**src/rtl/pet_pkg.sv**
```systemverilog
// Package for the polygon edge intersection test unit.
// Holds the request codes, the vertex and command types and the datapath widths.
// No dependencies.
package pet_pkg;

	localparam logic [2:0] FN_APP_A = 3'd0;
	localparam logic [2:0] FN_APP_B = 3'd1;
	localparam logic [2:0] FN_CLR_A = 3'd2;
	localparam logic [2:0] FN_CLR_B = 3'd3;
	localparam logic [2:0] FN_TEST  = 3'd4;

	localparam int COORD_W = 16;
	localparam int ABS_W   = 17;
	localparam int OFS_W   = 18;
	localparam int PD_W    = 34;
	localparam int PN_W    = 35;
	localparam int N_W     = 36;

	typedef struct packed {
		logic [COORD_W-1:0] x;
		logic [COORD_W-1:0] y;
	} vtx_t;

	typedef struct packed {
		logic app_a;
		logic app_b;
		logic clr_a;
		logic clr_b;
		logic start;
		logic issue;
		logic load_res;
	} pet_cmd_t;

	function automatic logic signed [ABS_W-1:0] sx17(input logic [COORD_W-1:0] v);
		return {v[COORD_W-1], v};
	endfunction

	function automatic logic signed [OFS_W-1:0] sx18(input logic [ABS_W-1:0] v);
		return {v[ABS_W-1], v};
	endfunction

endpackage

```
**src/rtl/pet_ctrl.sv**
```systemverilog
// Controller of the polygon edge intersection test unit: request decode, the
// walk over all edge pairs and the response register handshake.
// Depends on pet_pkg.
module pet_ctrl import pet_pkg::*; #(
	parameter int MAX_VERTS = 16,
	localparam int IW = $clog2(MAX_VERTS),
	localparam int CW = $clog2(MAX_VERTS + 1)
) (
	input  logic          clk,
	input  logic          arst_n,
	input  logic          req_valid,
	output logic          req_ready,
	input  logic [2:0]    func,
	output logic          rsp_valid,
	input  logic          rsp_ready,
	input  logic [CW-1:0] a_cnt,
	input  logic [CW-1:0] b_cnt,
	input  logic          busy,
	output pet_cmd_t      cmd,
	output logic [IW-1:0] ia,
	output logic [IW-1:0] ia2,
	output logic [IW-1:0] ib,
	output logic [IW-1:0] ib2
);

	typedef enum logic [1:0] {ST_IDLE, ST_WALK, ST_DRAIN} state_t;

	state_t        state_q;
	logic [IW-1:0] i_q, j_q, i_nxt, j_nxt;
	logic          rsp_valid_q, acc, last_i, last_j;

	assign acc    = req_valid && req_ready;
	assign i_nxt  = i_q + IW'(1);
	assign j_nxt  = j_q + IW'(1);
	assign last_i = ((CW'(i_q) + CW'(1)) == a_cnt);
	assign last_j = ((CW'(j_q) + CW'(1)) == b_cnt);

	assign req_ready = (state_q == ST_IDLE);
	assign rsp_valid = rsp_valid_q;
	assign ia  = i_q;
	assign ia2 = last_i ? '0 : i_nxt;
	assign ib  = j_q;
	assign ib2 = last_j ? '0 : j_nxt;

	always_comb begin
		cmd          = '0;
		cmd.app_a    = acc && (func == FN_APP_A);
		cmd.app_b    = acc && (func == FN_APP_B);
		cmd.clr_a    = acc && (func == FN_CLR_A);
		cmd.clr_b    = acc && (func == FN_CLR_B);
		cmd.start    = acc && (func == FN_TEST);
		cmd.issue    = (state_q == ST_WALK);
		cmd.load_res = (state_q == ST_DRAIN) && !busy && (!rsp_valid_q || rsp_ready);
	end

	always_ff @(posedge clk or negedge arst_n) begin
		if (!arst_n) begin
			state_q     <= ST_IDLE;
			i_q         <= '0;
			j_q         <= '0;
			rsp_valid_q <= 1'b0;
		end else begin
			if (cmd.load_res) begin
				rsp_valid_q <= 1'b1;
			end else if (rsp_ready) begin
				rsp_valid_q <= 1'b0;
			end
			unique case (state_q)
				ST_IDLE: begin
					if (cmd.start) begin
						i_q <= '0;
						j_q <= '0;
						if (a_cnt == '0 || b_cnt == '0) begin
							state_q <= ST_DRAIN;
						end else begin
							state_q <= ST_WALK;
						end
					end
				end
				ST_WALK: begin
					if (last_j) begin
						j_q <= '0;
						if (last_i) begin
							state_q <= ST_DRAIN;
						end else begin
							i_q <= i_nxt;
						end
					end else begin
						j_q <= j_nxt;
					end
				end
				ST_DRAIN: begin
					if (cmd.load_res) begin
						state_q <= ST_IDLE;
					end
				end
				default: begin
					state_q <= ST_IDLE;
				end
			endcase
		end
	end

endmodule

```
**config.mk**
```make
export PLATFORM = sky130hd
export DESIGN_NAME = pet_ctrl
export DESIGN_NICKNAME = d
export VERILOG_FILES = /design/src/rtl/pet_pkg.sv /design/src/rtl/pet_ctrl.sv
export SDC_FILE = /design/constraint.sdc
export NUM_CORES = 1
export LEC_CHECK = 0
export BUFFER_PORTS_ARGS = -buffer_cell sky130_fd_sc_hd__buf_2
export CORE_UTILIZATION = 35
export CTS_CLUSTER_DIAMETER = 50
export CTS_CLUSTER_SIZE = 25
export DETAILED_ROUTE_END_ITERATION = 6
export GPL_TIMING_DRIVEN = 1
export SLEW_MARGIN = 30
export SYNTH_ARGS = -nofsm -noshare
export SYNTH_HDL_FRONTEND = slang
export SYNTH_SLANG_ARGS = --single-unit
```
**constraint.sdc**
```tcl
create_clock -name clk -period 2.38 [get_ports clk]
set_clock_uncertainty 0.15 [all_clocks]
set_input_delay 0.714 -clock clk [delete_from_list [all_inputs] [get_ports clk]]
set_output_delay 0.714 -clock clk [all_outputs]
set_load 0.01 [all_outputs]
```
# Word level (Yosys, flattened, before mapping)
# Cells that the tools add are included.
# totals
register_bits	11
inputBits	18
output_inout_bits	25
# classes
add_sub_neg	4
eq_ne	13
n_mux	15
n_reduce_logical	21
# op_table
cell	count
two-way mux 4 bit	5
case mux 4 bit (2 select lines)	2
adder 4 x 1 -> 5 bit, second input constant	2
equality test 5 bit	2
logical NOT 5 bit	2
two-way mux 2 bit	5
adder 4 x 1 -> 4 bit, second input constant	2
logical AND 1 bit	8
AND reduction 4 bit	2
equality test 3 x 2 -> 1 bit, second input constant	2
!= test 2 x 1 -> 1 bit, second input constant	3
case mux 2 bit (3 select lines)	1
!= test 2 bit, second input constant	2
nonzero test 2 bit	2
equality test 3 x 1 -> 1 bit, second input constant	1
equality test 3 bit, second input constant	1
logical NOT 3 bit	1
equality test 2 x 1 -> 1 bit, second input constant	1
equality test 2 bit, second input constant	1
logical NOT 1 bit	2
logical NOT 2 bit	1
logical OR 1 bit	2
two-way mux 1 bit	2
AND reduction 2 bit	1

# Longest topological paths before layout
# Gate-level depths: netlist (run 1).
# logic_depth
word_depth	5
depth_mapped	6
ltp_nobuf	6

# Worst setup path after synthesis (run 1)
# OpenSTA, ideal clock, no wires.
# synth_path
kind	input to output
from	in b_cnt[2]
to	out ib2[0]
t_arrival_ps	1562
required_time_ps	1516
path_slack_ps	-46
cell_stages	4
n_path_buf	0
cell_sequence	and4b_1 o21a_1 o211a_4 nor2_1
# synth_via
elab_chain_len	2
# synth_rtl
element	line	text
start, declared	pet_ctrl.sv:17	input logic [CW-1:0] b_cnt,
equality test 5 bit	pet_ctrl.sv:36	assign last_j = ((CW'(j_q) + CW'(1)) == b_cnt);
two-way mux 4 bit	pet_ctrl.sv:43	assign ib2 = last_j ? '0 : j_nxt;
end, declared	pet_ctrl.sv:23	output logic [IW-1:0] ib2
# No other way between the ends.

# Worst setup path in the final report (run 1)
# layout_path
from	reg i_q[1] (netlist: ia[1])
to	out ia2[3]
# layout_via
elab_chain_len	3
# layout_rtl
element	line	text
start, declared	pet_ctrl.sv:29	logic [IW-1:0] i_q, j_q, i_nxt, j_nxt;
start signal, assigned	pet_ctrl.sv:86	i_q <= i_nxt;
adder 4 x 1 -> 5 bit	pet_ctrl.sv:35	assign last_i = ((CW'(i_q) + CW'(1)) == a_cnt);
equality test 5 bit	pet_ctrl.sv:35	
two-way mux 4 bit (*)	pet_ctrl.sv:41	assign ia2 = last_i ? '0 : i_nxt;
end, declared	pet_ctrl.sv:21	output logic [IW-1:0] ia2,
# Mark *: on every way between the ends. The rest lies on a longest branch, timed or not.

==> flow_summary_export.csv, run 1 <==
group,metric,value,unit
global_routing,met2_usage,37.35,%
power,powerDensity,1097,nW/µm²
power,p_leak,0.7560,nW
detailed_routing,num_vias,1110,
placed_design,port_buffers,42,
cts,cts_buffers,3,
setup_path,required,1520,ps
timing,hold_slack,148.0,ps
global_routing,grt_usage,20.44,%
setup_path,rr_endpoint,"ia[1]$_DFFE_PN0P_",
synthesis,ys.warnings.count,0,
detailed_routing,routedWlPerCell,14.19,µm
placed_design,dp_hpwl,2273,µm
global_routing,grt.met3_usage,5.833,%
synthesis,synth_top_flop_cell,"dfrtp_1",
synthesis,ys_top_cells_by_area,"dfrtp_1, nor2_1, xnor2_1",
power,swShare,42.87,%
timing,period_minus_slack,2628,ps
cells_and_area,final_util,60.33,%
cells_and_area,area_growth,58.52,%
placed_design,gp_congestion,0.7871,
detailed_routing,antenna_left,0,
timing,hold_violations,0,
floorplanning,io_pins,43,
cts,numClockSinks,11,
setup_path,cp-end-kind,"output port",
global_routing,top_usage_layer,"met2",
detailed_routing,via_per_inst,5.388,
floorplanning,dieArea,3007,µm²
cells_and_area,fillCellCount,221,
global_routing,met1_usage,22.78,%
synthesis,synth_edf_count,0,
global_routing,overflow,0,
synthesis,synth_seq_cells,11,
power,total_power,1.700,mW
cells_and_area,fin_nets,197,
synthesis,yosysTopAreaCellShare,28.17,%
power,clock_power_share,7.4,%
floorplanning,die_h,54.84,µm
floorplanning,die_w,54.84,µm
power,p_seq_share,20.4,%
run,cap_violations,0,
cts,cts_max_level,1,
power,comb_power_share,72.1,%
timing,max_freq,0.3805,GHz
synthesis,synth_top_area_cell,"dfrtp_1",
detailed_routing,wirelength,2924,µm
synthesis,avgSynthCellArea,8.884,µm²
synthesis,synthArstFlopShare,100.0,%
timing,slew_violations,0,
timing,layout_setup_ws,-247.8,ps
run_status,violations,"negative setup slack",
cts,cts_tree,"built",
setup_path,path_max_fanout,6,
floorplanning,start_util,38.06,%
detailed_routing,drc,0,
floorplanning,core,2567,µm²
synthesis,syn_area,977.2,µm²
cts,hold_buffers,0,
setup_path,r2r_start,"ib[0]$_DFFE_PN0P_",
synthesis,synth_cell_types,49,
cells_and_area,drive_above_1_share,53.98,%
power,p_sw,0.7286,mW
global_routing,grt_pass1_vias,948,
run_status,status,"complete, but fails checks",
setup_path,startpoint_type,"flop",
detailed_routing,drtPass1Iterations,4,
cts,root_buffer,"clkbuf_4",
cts,cts.reportedPaths.clkPinSlew,70,ps
global_routing,grt_max_degree,14,
setup_path,crit_arrival,1760,ps
hold_path,hold_path.class,"input port to asynchronous set/reset pin",
power,ir_drop,778.7,µV
placed_design,dpl_worst_slack,-236.3,ps
floorplanning,rows,18,
cts,clk_path_buf_depth,2,
timing,period_share,110.4,%
synthesis,seq_area_frac_synth,28.17,%
setup_path,rr_worst_depth,9,
timing,worst_slew_pin_slew,449.9,ps
power,intPower,0.9709,mW
global_routing,antenna_found_initial,0,
timing,slew_headroom,69.97,%
cts,clock_latency,270,ps
setup_path,worst-setup-path-type,"flop to output port",
synthesis,syn_nets,130,
synthesis,syn_inst,110,
detailed_routing,drtIter0Drc,19,
setup_path,r2r_slack,200,ps
timing,rsz0062_at_grt,"true",
cells_and_area,antenna_cells,0,
timing,finalSetupViolCount,8,
global_routing,grt_pass1_wl,4209,µm
==> worst max-delay path, cell delays in order (launching register included) <==
cell	delay, ps
dfrtp_1	420
ha_4	200
or2_1	210
a31oi_2	210
o2111a_2	270
a21oi_1	50
buf_2	130
==> how the worst max path moves through the flow <==
stage,startpoint,to,slack [ps],depth (start not counted)
floorplan,b_cnt[2],ib2[2],-20,4
finish,ia[1]$_DFFE_PN0P_,ia2[3],-250,6
detailed placement,b_cnt[2],ib2[1],-240,6
CTS,ia[0]$_DFFE_PN0P_,ia2[0],-300,6
global placement,b_cnt[4],ib2[0],-180,6
global route,ia[1]$_DFFE_PN0P_,ia2[3],-330,6
==> layout by cell type, fill, tap and decap left out, types with 2 or more instances in the layout <==
cell type / synthesis / layout
inv_1: 5 / 5
o31ai_1: 3 / 3
nor2b_1: 2 / 2
dfrtp_1: 11 / 9
dfrtp_2: 0 / 2
ha_4: 0 / 2
nor3_2: 0 / 2
or4_1: 2 / 2
nand2_1: 8 / 8
a21oi_1: 4 / 4
buf_4: 0 / 24
buf_2: 2 / 38
o21ai_0: 2 / 2
buf_6: 0 / 3
xor2_1: 3 / 3
nor2_1: 15 / 12
nor2_2: 0 / 2
xnor2_2: 0 / 2
o221ai_1: 2 / 2
a22o_1: 2 / 2
nand2b_1: 4 / 4
nand3b_1: 2 / 2
or3_4: 0 / 2
clkbuf_4: 0 / 3
==> through the flow <==
step | cells | TNS, ps | area, µm²
6_report | 206 | -1661 | 1549
5_1_grt | 206 | -2286 | 1549
4_1_cts | 203 | -1869 | 1471
3_5_place_dp | 198 | -1705 | 1360
3_3_place_gp | 198 | -1258 | 1360
2_1_floorplan | 110 | -37.22 | 983.4
==> layer usage <==
layer / part of all wire, % / wire length [µm] / up-vias
met2: 55 / 1602 / 30
met4: 0.44 / 13 / 0
li1: - / - / 546
met1: 41 / 1190 / 530
met3: 4.0 / 118 / 4
met5: 0 / 0 / -
==> repair_timing <==
item,CTS,global route
setup buffers,1,3
resized for setup,13,11
endpoints found under the setup margin,8,11
gates cloned,0,0
pin swaps,8,7
==> flip-flops by register name, indices dropped and copies added, names as in the netlist <==
signal,cells
ia,4
ib,4
state_q,2
rsp_valid,1
==> cell usage after synthesis, drive strengths merged, types with 3 or more instances <==
| master | instances |
|---|---|
| a21oi | 4 |
| buf | 3 |
| dfrtp | 11 |
| inv | 6 |
| nand2 | 8 |
| nand2b | 4 |
| nor2 | 15 |
| nor3 | 3 |
| o31ai | 4 |
| or3 | 3 |
| xnor2 | 4 |
| xor2 | 3 |
==> cell families (layout without fill, tap and decap cells) <==
logic type / count (synthesis) / in the layout / synth area share, %
xor+xnor: 9 / 9 / 11.14
buf+inv: 9 / 75 / 3.713
flops: 11 / 11 / 28.17
mux: 1 / 1 / 1.024
fa+ha+maj: 2 / 2 / 2.560
compound gates: 30 / 30 / 27.27
simple gates: 48 / 48 / 26.12
==> power by group through the flow <==
stage / Clock [mW] / Sequential, mW / Combinational (mW)
after floorplan: 0 / 0.345 / 0.608
after global placement: 0 / 0.324 / 0.999
after detailed placement: 0 / 0.327 / 1.01
after CTS: 0.133 / 0.336 / 1.12
after global routing: 0.146 / 0.359 / 1.34
final: 0.127 / 0.347 / 1.23
==> cell type report <==
cell class                      count  area (µm²)  share of cell area [%]
Tap cell                           30       37.54                   2.423
Multi-Input combinational cell     90       780.7                   50.40
Inverter                            6       22.52                   1.454
Sequential cell                    11       277.8                   17.93
Clock buffer                        4       26.28                   1.696
Timing Repair Buffer               65       404.1                   26.09
Power figures use the tool's default switching activity.
==> run 2, diff against run 1 <==
- CORE_UTILIZATION: 35 -> 30
- PLACE_DENSITY: unset -> 0.61
==> run 2 against run 1 <==
  * The run still ends with negative setup slack left
  * First-iteration DRC count increased by 130%
  * Maximum frequency increased by 1.2%
  * Register-to-register slack about the same
  * Count of clock-buffer cells in the layout unchanged
==> flow_summary_export.csv, run 2 (synthesis results as in run 1) <==
group,metric,value,unit
setup_path,cp_slowest_cell,"dfrtp_1",
setup_path,crit_end,"ia2[2]",
detailed_routing,via_per_inst,5.112,
setup_path,path_max_fanout,6,
timing,worst_slew_pin_slew,442.7,ps
detailed_routing,drtPass1Iterations,4,
cells_and_area,final_cell_mix,"buf_2, buf_4, nor2_1, dfrtp_1, nand2_1",
power,comb_power_share,71.2,%
setup_path,cp-startpoint,"ia[0]$_DFFE_PN0P_",
setup_path,rr_worst_depth,8,
setup_path,r2r_start,"ia[0]$_DFFE_PN0P_",
cts,clk_path_buf_depth,2,
timing,hold_slack,153.4,ps
setup_path,crit_arrival,1730,ps
global_routing,grt_pass1_vias,1057,
detailed_routing,wirelength,2994,µm
placed_design,gp_congestion,0.8272,
timing,layout_setup_ws,-217.3,ps
timing,period_minus_slack,2597,ps
cts,hold_buffers,0,
timing,slew_headroom,70.46,%
run,cap_violations,0,
cts,cts_max_level,1,
detailed_routing,antenna_left,0,
placed_design,port_buffers,42,
placed_design,dpl_worst_slack,-209.1,ps
setup_path,required,1520,ps
cells_and_area,drive_above_1_share,54.75,%
run_status,violations,"negative setup slack",
setup_path,startpoint_type,"flop",
power,ir_drop,562.3,µV
setup_path,cp-end-kind,"output port",
floorplanning,core,3078,µm²
cells_and_area,fillCellCount,297,
cells_and_area,antenna_cells,0,
cells_and_area,fin_nets,200,
run_status,status,"complete, but fails checks",
timing,finalSetupViolCount,8,
timing,tns,-1486,ps
hold_path,hold_path.class,"input port to asynchronous set/reset pin",
global_routing,grt_max_degree,14,
cts,cts_buffers,3,
cts,cts.reportedPaths.clkPinSlew,70,ps
cts,cts_tree,"built",
power,p_sw,0.7128,mW
detailed_routing,num_vias,1140,
floorplanning,die_w,59.07,µm
setup_path,worst-setup-path-type,"flop to output port",
global_routing,met1_usage,22.28,%
setup_path,path_cells,"ha_4 > or2_1 > a31oi_2 > o2111a_2 > nor2_1 > buf_2",
setup_path,r2r_slack,210,ps
floorplanning,die_h,59.07,µm
power,clock_power_share,7.8,%
timing,period_share,109.1,%
placed_design,dp_hpwl,2275,µm
timing,hold_violations,0,
cells_and_area,layout_commonest_cell,"buf_2",
power,p_leak,0.7771,nW
global_routing,overflow,0,
floorplanning,io_pins,43,
cells_and_area,area_growth,62.36,%
timing,rsz0062_at_grt,"true",
power,swShare,42.72,%
floorplanning,start_util,31.75,%
power,powerDensity,1052,nW/µm²
global_routing,met2_usage,32.95,%
timing,slew_violations,0,
cells_and_area,seq_area,277.8,µm²
detailed_routing,drtIter0Drc,44,
detailed_routing,drc,0,
floorplanning,rows,20,
setup_path,cpPeakStageDelay,420,ps
detailed_routing,routedWlPerCell,13.43,µm
floorplanning,dieArea,3489,µm²
cts,root_buffer,"clkbuf_4",
global_routing,antenna_found_initial,0,
timing,max_freq,0.3850,GHz
power,p_seq_share,21.0,%
cts,clock_latency,270,ps
global_routing,grt.met3_usage,4.803,%
global_routing,grt_usage,18.64,%
cells_and_area,final_util,51.54,%
power,intPower,0.9558,mW
cells_and_area,multi_input_area,774.5,µm²
global_routing,top_usage_layer,"met2",
cts,numClockSinks,11,
global_routing,grt_pass1_wl,4781,µm
setup_path,rr_endpoint,"ia[3]$_DFFE_PN0P_",
run 2: worst max-delay path: cells and delay by family, from the launching register on:
kind	cells	cell delay (ps)
compound gates	2	440
flops	1	420
simple gates	2	270
fa+ha+maj	1	190
buf+inv	1	130
run 2: worst min-delay path by stage:
stage | startpoint | end | slack, ps | cells past startpoint
floorplan | arst_n | ia[0]$_DFFE_PN0P_ | 270 | 0
global placement | rsp_valid$_DFFE_PN0P_ | rsp_valid$_DFFE_PN0P_ | 370 | 2
detailed placement | rsp_valid$_DFFE_PN0P_ | rsp_valid$_DFFE_PN0P_ | 370 | 2
CTS | arst_n | state_q[1]$_DFFE_PN0P_ | 150 | 1
global route | arst_n | state_q[1]$_DFFE_PN0P_ | 160 | 1
finish | arst_n | state_q[1]$_DFFE_PN0P_ | 150 | 1
run 2: area by class of cell:
cell class / instances / share of cell area [%]
repair buffers: 68 / 27.13
inverters: 6 / 1.420
multi-input cells: 90 / 48.82
clock buffers: 4 / 1.656
flip-flops and latches: 11 / 17.51
well taps: 44 / 3.470
run 2: metal layers:
metal | vias up | part of all wire (%)
met5 | - | 0
met3 | 8 | 4.5
met4 | 0 | 2.0
li1 | 551 | -
met2 | 37 | 51
met1 | 544 | 42
run 2: per-stage QoR:
stage / cell area [µm²] / std cells / total power [mW]
after global routing: 1587 / 223 / 1.791
final: 1587 / 223 / 1.669
after floorplan: 983.4 / 110 / 0.9530
after global placement: 1363 / 210 / 1.288
after detailed placement: 1363 / 210 / 1.309
after CTS: 1519 / 219 / 1.622
run 2: power by group through the flow:
stage | Clock [mW] | Combinational, mW | Sequential (mW)
2_1_floorplan | 0 | 0.608 | 0.345
3_3_place_gp | 0 | 0.966 | 0.322
3_5_place_dp | 0 | 0.982 | 0.327
4_1_cts | 0.133 | 1.15 | 0.338
5_1_grt | 0.140 | 1.29 | 0.361
6_report | 0.130 | 1.19 | 0.351
run 2: what timing repair did:
action / CTS / global route
setup endpoints to repair: 9 / 11
pin swaps: 9 / 5
gates resized for setup: 14 / 8
setup buffers: 5 / 4
==> run 3, diff against run 2 <==
--- a/config.mk
+++ b/config.mk
@@ -7,4 +7,5 @@
 export LEC_CHECK = 0
 export BUFFER_PORTS_ARGS = -buffer_cell sky130_fd_sc_hd__buf_2
+export CAP_MARGIN = 5
 export CORE_UTILIZATION = 30
 export CTS_CLUSTER_DIAMETER = 50
==> constraint.sdc (replaced) <==
create_clock -name clk -period 2.5 [get_ports clk]
set_clock_uncertainty 0.15 [all_clocks]
set_input_delay 0.375 -clock clk [delete_from_list [all_inputs] [get_ports clk]]
set_output_delay 0.375 -clock clk [all_outputs]
set_load 0.01 [all_outputs]
==> run 3 against run 2 <==
  * The flow now finishes without violations
  * Sequential power down 2%
  * Largest power group unchanged
  * Worst setup slack improved by 300 ps
  * Sequential share of layout area increased by 3.5 points
  * Combinational power shrank 29%
  * Non-clock buffer count down 21
  * Register-to-register slack better by 200 ps
==> flow_summary_export.csv, run 3 (synthesis results as in run 1) <==
group,metric,value,unit
run_status,status,"finished clean",
global_routing,grt_usage,16.25,%
floorplanning,rows,20,
setup_path,worst-setup-path-type,"flop to output port",
floorplanning,die_w,59.07,µm
global_routing,grt_pass1_wl,4326,µm
setup_path,path_cells,"ha_1 > xnor2_1 > o211a_1 > o211ai_4 > and2_1 > buf_2",
setup_path,critical_path_buf_inv_count,1,
setup_path,crit_arrival,1890,ps
global_routing,grt_pass1_vias,986,
timing,max_freq,0.4133,GHz
setup_path,path_max_fanout,5,
cts,cts_max_level,1,
detailed_routing,drtIter0Drc,36,
placed_design,gp_congestion,0.8253,
timing,hold_violations,0,
floorplanning,dieArea,3489,µm²
cells_and_area,seq_area,276.5,µm²
cells_and_area,antenna_cells,0,
cts,clock_latency,280,ps
cells_and_area,final_cell_mix,"buf_2, nor2_1, dfrtp_1, nand2_1, inv_1",
cts,root_buffer,"clkbuf_4",
detailed_routing,wirelength,2742,µm
detailed_routing,drc,0,
cells_and_area,multi_input_area,684.4,µm²
placed_design,placed_cell_area,1236,µm²
timing,slew_headroom,71.32,%
run,cap_violations,0,
timing,tns,0,ps
timing,period_minus_slack,2420,ps
detailed_routing,via_per_inst,5.084,
cts,cts.reportedPaths.clkPinSlew,80,ps
placed_design,dpl_worst_slack,149.2,ps
floorplanning,core,3078,µm²
global_routing,overflow,0,
cells_and_area,layout_commonest_cell,"buf_2",
timing,slew_violations,0,
global_routing,grt_max_degree,15,
power,ir_drop,449.3,µV
setup_path,r2r_slack,410,ps
cells_and_area,fin_cells,202,
timing,finalSetupViolCount,0,
cts,cts_buffers,3,
detailed_routing,antenna_left,0,
timing,period_share,96.79,%
setup_path,critPathTopFamily,"flip-flops",
placed_design,dp.cells,194,
placed_design,dp_hpwl,2201,µm
detailed_routing,drtPass1Iterations,4,
detailed_routing,num_vias,1027,
cells_and_area,fillCellCount,329,
timing,rsz0062_at_grt,"false",
placed_design,port_buffers,42,
cells_and_area,drive_above_1_share,39.24,%
timing,worst_slew_pin_slew,429.7,ps
setup_path,startpoint_type,"flop",
global_routing,antenna_found_initial,0,
floorplanning,start_util,31.75,%
setup_path,cpPeakStageDelay,410,ps
cts,clk_path_buf_depth,2,
cells_and_area,fin_nets,179,
detailed_routing,routedWlPerCell,13.57,µm
cells_and_area,finalInstanceArea,1315,µm²
hold_path,hold_path.class,"input port to flop",
power,powerDensity,1004,nW/µm²
cts,numClockSinks,11,
floorplanning,io_pins,43,
cells_and_area,area_growth,34.57,%
floorplanning,die_h,59.07,µm
setup_path,cp-end-kind,"output port",
cts,cts_tree,"built",
setup_path,cp_slowest_cell,"dfrtp_1",
setup_path,required,1980,ps
power,p_leak,0.6309,nW
timing,layout_setup_ws,80.28,ps
## run 3: per-layer routing
metal,routed length (µm),track usage [%],up-vias
met2,1333,28.73,35
met4,15,2.041,0
met3,168,4.585,3
li1,-,-,507
met5,0,0,-
met1,1225,20.11,482
## run 3: timing repair
| item | 4_1_cts | 5_1_grt |
|---|---|---|
| buffers inserted | 0 | 3 |
| endpoints found under the hold margin | 11 | 0 |
| setup endpoints to repair | 4 | 5 |
| resized for setup | 3 | 2 |
| hold buffers | 1 | 0 |
| pin swaps | 1 | 1 |
## run 3: report_power, final
| group | leakage, nW | total (mW) | switching, mW | internal (mW) |
|---|---|---|---|---|
| Sequential | 0.134 | 0.344 | 0.107 | 0.237 |
| Clock | 0.0150 | 0.130 | 0.0681 | 0.0619 |
| Combinational | 0.482 | 0.846 | 0.448 | 0.397 |
| Total | 0.631 | 1.32 | 0.624 | 0.696 |
## run 3: final timing paths
path / startpoint / endpoint / cells after the start
setup / recovery: ib[1]$_DFFE_PN0P_ / ib2[1] / 6
hold / removal: busy / rsp_valid$_DFFE_PN0P_ / 4
setup reg to reg: ia[0]$_DFFE_PN0P_ / ia[1]$_DFFE_PN0P_ / 7
hold reg to reg: ia[0]$_DFFE_PN0P_ / ia[0]$_DFFE_PN0P_ / 1
max in group asynchronous: arst_n / ia[0]$_DFFE_PN0P_ / 2
min in group asynchronous: arst_n / state_q[1]$_DFFE_PN0P_ / 2
## run 3: worst register-to-register path, stage by stage (launching register included)
cell	delay, ps
dfrtp_2	440
ha_2	340
xor2_1	170
nor2_1	90
o2111a_2	200
buf_4	150
a221oi_2	300
o22ai_1	120
## run 3: cell type report
type                            instances  area share [%]
Clock buffer                            4           1.998
Inverter                                6           1.713
Multi-Input combinational cell         90           52.05
Sequential cell                        11           21.03
Tap cell                               44           4.186
Timing Repair Buffer                   47           19.03
## run 3: per-stage QoR
step           hold slack (ps)  utilization [%]  power, mW
2_1_floorplan           -70.59                -     0.8862
3_3_place_gp             114.4            40.16      1.133
3_5_place_dp             120.1            40.16      1.164
4_1_cts                  258.1            41.67      1.298
5_1_grt                  285.4            42.72      1.419
6_report                 256.3            42.72      1.320
